### config.mk
export PLATFORM = sky130hd
export DESIGN_NAME = aes_ram
export DESIGN_NICKNAME = d
export VERILOG_FILES = /design/src/sv/aes_ram.sv
export SDC_FILE = /design/constraint.sdc
export NUM_CORES = 1
export LEC_CHECK = 0
export BUFFER_PORTS_ARGS = -buffer_cell sky130_fd_sc_hd__buf_2
export CAP_MARGIN = 20
export CORE_MARGIN = 1.5
export CORE_UTILIZATION = 55
export CTS_CLUSTER_DIAMETER = 80
export DETAILED_ROUTE_END_ITERATION = 6
export PLACE_DENSITY = 0.87
export SYNTH_ARGS = -nofsm -noshare
export SYNTH_HDL_FRONTEND = slang
export SYNTH_SLANG_ARGS = --single-unit
### constraint.sdc
create_clock -name clk -period 3.2 [get_ports clk]
set_input_delay 0.32 -clock clk [delete_from_list [all_inputs] [get_ports clk]]
set_output_delay 0.32 -clock clk [all_outputs]
set_load 0.1 [all_outputs]
### src/sv/aes_ram.sv
// Generic single-port-write RAM with a registered read.
`default_nettype none
module aes_ram #(
  parameter int Width = 32,
  parameter int Depth = 16
) (
  input  wire logic                     clk,
  input  wire logic                     we,
  input  wire logic [$clog2(Depth)-1:0] waddr,
  input  wire logic [Width-1:0]         wdata,
  input  wire logic [$clog2(Depth)-1:0] raddr,
  output logic      [Width-1:0]         rdata
);
  logic [Width-1:0] mem [Depth];

  always_ff @(posedge clk) begin
    if (we) mem[waddr] <= wdata;
    rdata <= mem[raddr];
  end
endmodule
`default_nettype wire

==> run metrics <==
clock network power share 0.398; top cell types by occurrence after synthesis 512 x edfxtp_1, 128 x mux4_2, 64 x a22oi_1; detailed-routing wirelength on met1 16,900 um; share of Yosys cell area claimed by the top area cell type 0.774; vias per cell 6.51; fraction of final layout cells with drive strength greater than 1 0.337; Rows 69; clock-pin slew on the worst setup and hold paths 70 ps; Longest Clk Path Bufs 3; setup skew after layout 9.19 ps; antenna-violating nets left 0; Critical Path AT 1410 ps; Crit path largest cell delay 450 ps; fmax 577 MHz; Setup Total Neg Slack 0 ps; sequential-to-total area share from yosys stat 0.807; count of cell instances traversed by the critical path 1; switching power summed over all nets 3.34 mW; power share of the combinational group 0.070; first-pass GRT wire length 64,100 um; drt drc 0; dominant delay contributor by cell family on the critical path buffers and inverters; vias 9,532; DP HPWL 23,000 um; share of synthesized registers carrying an async set or reset 0; register cell area after layout 16,000 um^2; number of pins with negative max-slew slack in the final report 0; count of warnings emitted by yosys 0; endpoint type of the worst setup path output port; number of cells on the worst reg-to-reg path 3; number of setup violations in the final report 0; number of global-route vias before repair 9,757; post-synthesis sequential element count 544; CP max-delay cell buf_2; initial standard-cell utilization of the core 0.558; largest fanout on the critical path 1; crit path buf inv count 1; worst hold-check path type in2reg; Critical Path Start Type register; global-route usage over all layers 0.245; GRT overflow 0; Synthesized Nets 880; Worst R2R Setup Slack 1690 ps; DR WL/cell 30.3 um; root cell of the clock tree clkbuf_16; Hold Violations, Final 0; design internal power 11.7 mW; Post-CTS Repair Setup Buffers 0; setup repair after global routing missed its margin no; Max rail drop VDD 0.545 mV; power per unit of standard cell area 662 nW/um^2; die outline area 37,200 um^2; DR pass1 iterations 5; CTS Hold Bufs 0; ranking of synthesized cells by area edfxtp_1 77%, mux4_2 15%, dfxtp_1 3.2%; leakage component of the power 7.36 nW; highest signal layer in the routed design met4; count leader, synth edfxtp_1; clock tree from TritonCTS built; Placed Area 21,100 um^2; worst slew pin tran 1040 ps; number of nets in the layout 999; sequential fraction of design power 0.532; mean instance size in the synthesized netlist 23.7 um^2; Die X 193 um; Maximum Capacitance Violations 0; Sw Share 0.221; Max H-tree Level 2; Cells on Worst Hold Path 1; fillers 2,215; number of synthesized flops with an enable pin 512; Placed Cells incl. Taps 1,366; routability cong. 0.775; number of top-level pins 74; maximum number of pins on one net before global-route repair 47; predominant post-synthesis flop cell edfxtp_1; clock tree sinks 544; standard cell core area 35,600 um^2; Resize count post-CTS 0; cell type contributing the most total cell area after synthesis edfxtp_1; Final Cycle Share 0.541; wire length reported by the detailed router 44,300 um; Die H 193 um; Period minus WS final 1730 ps; multi-input logic area 3760 um^2; Worst EP required 2880 ps; wire length on met3 3530 um; instance count of the mapped netlist 838; number of standard cells in the layout, taps in and fillers out 1,465; Worst Hold Slack 121 ps; cell area after synthesis 19,900 um^2; area of all placed cells without fillers 22,800 um^2; worst slew slack as a fraction of its limit 0.304; TritonCTS buffer count 50; 1st-iter DRT viols 1,181; Cell Chain, Critical Path buf_2; number of antenna violations at the first check in global routing 3; number of I/O port buffers 73; clock latency at the later pin of the worst-skew pair 570 ps; Synth-to-Final Area Change 14.7%; number of distinct library cell variants in the gate-level netlist after synthesis 18; critical path start-end classification reg2out; status complete, no violations; Detail Route met2 WL 22,900 um
[flip-flops by register name, summed over array words and instances (netlist names)]
register / flops
rdata: 32
mem: 512
[path summary, 6_finish.rpt]
| path | from | endpoint |
|---|---|---|
| setup / recovery | rdata[18] | rdata[18] |
| hold / removal | wdata[14] | mem[1][14] |
| setup reg to reg | mem[3][22] | rdata[22] |
| hold reg to reg | mem[15][6] | rdata[6] |
[placed cells by master, fill, tap and decap left out]
| cell type | n |
|---|---|
| clkbuf_8 | 7 |
| or3b_2 | 1 |
| nor2b_4 | 2 |
| clkbuf_1 | 11 |
| buf_12 | 7 |
| nand2b_1 | 2 |
| clkinvlp_4 | 4 |
| mux4_2 | 128 |
| and2_2 | 1 |
| clkinv_1 | 5 |
| a22oi_1 | 64 |
| edfxtp_1 | 512 |
| nor2_4 | 13 |
| bufinv_16 | 4 |
| clkbuf_16 | 53 |
| nor3_4 | 1 |
| nand3_1 | 1 |
| buf_2 | 71 |
| buf_4 | 31 |
| nand3b_1 | 2 |
| clkinv_2 | 11 |
| dfxtp_1 | 32 |
| diode_2 | 5 |
| nand2_1 | 33 |
| nor3_2 | 3 |
[kinds of logic after synthesis]
family | synth area share
AOI/OAI and AO/OA | 0.0242
DFF | 0.807
muxes | 0.145
buffers and inverters | 0.0112
and+or+nand+nor | 0.0127
[stage by stage]
stage               utilization  power (mW)  worst slack, ps
floorplan                     -        8.88            0.669
global placement          0.593        9.17             1020
detailed placement        0.593        9.21              982
CTS                       0.640        15.1             1460
global route              0.640        15.4             1410
finish                    0.640        15.1             1470
[power groups by stage]
stage | registers, mW | logic (mW) | clock network [mW]
final | 8.02 | 1.05 | 6.01
after global routing | 8.03 | 1.10 | 6.30
after CTS | 8.03 | 1.05 | 6.07
after detailed placement | 8.17 | 1.04 | 0
after global placement | 8.16 | 1.01 | 0
after floorplan | 8.50 | 0.383 | 0
[cell type report]
| type | count | area share |
|---|---|---|
| diodes | 5 | 0.000549 |
| clock buffers | 70 | 0.0637 |
| clock inverters | 24 | 0.00983 |
| multi-input cells | 251 | 0.165 |
| flip-flops and latches | 544 | 0.703 |
| well taps | 461 | 0.0253 |
| repair buffers | 110 | 0.0326 |
[layer usage]
metal  up-vias  track usage
li1       3819            -
met1      5077        0.331
met2       549        0.415
met3        87       0.0404
met4         0       0.0728
met5         -            0
(Power assumes the default switching activity.)
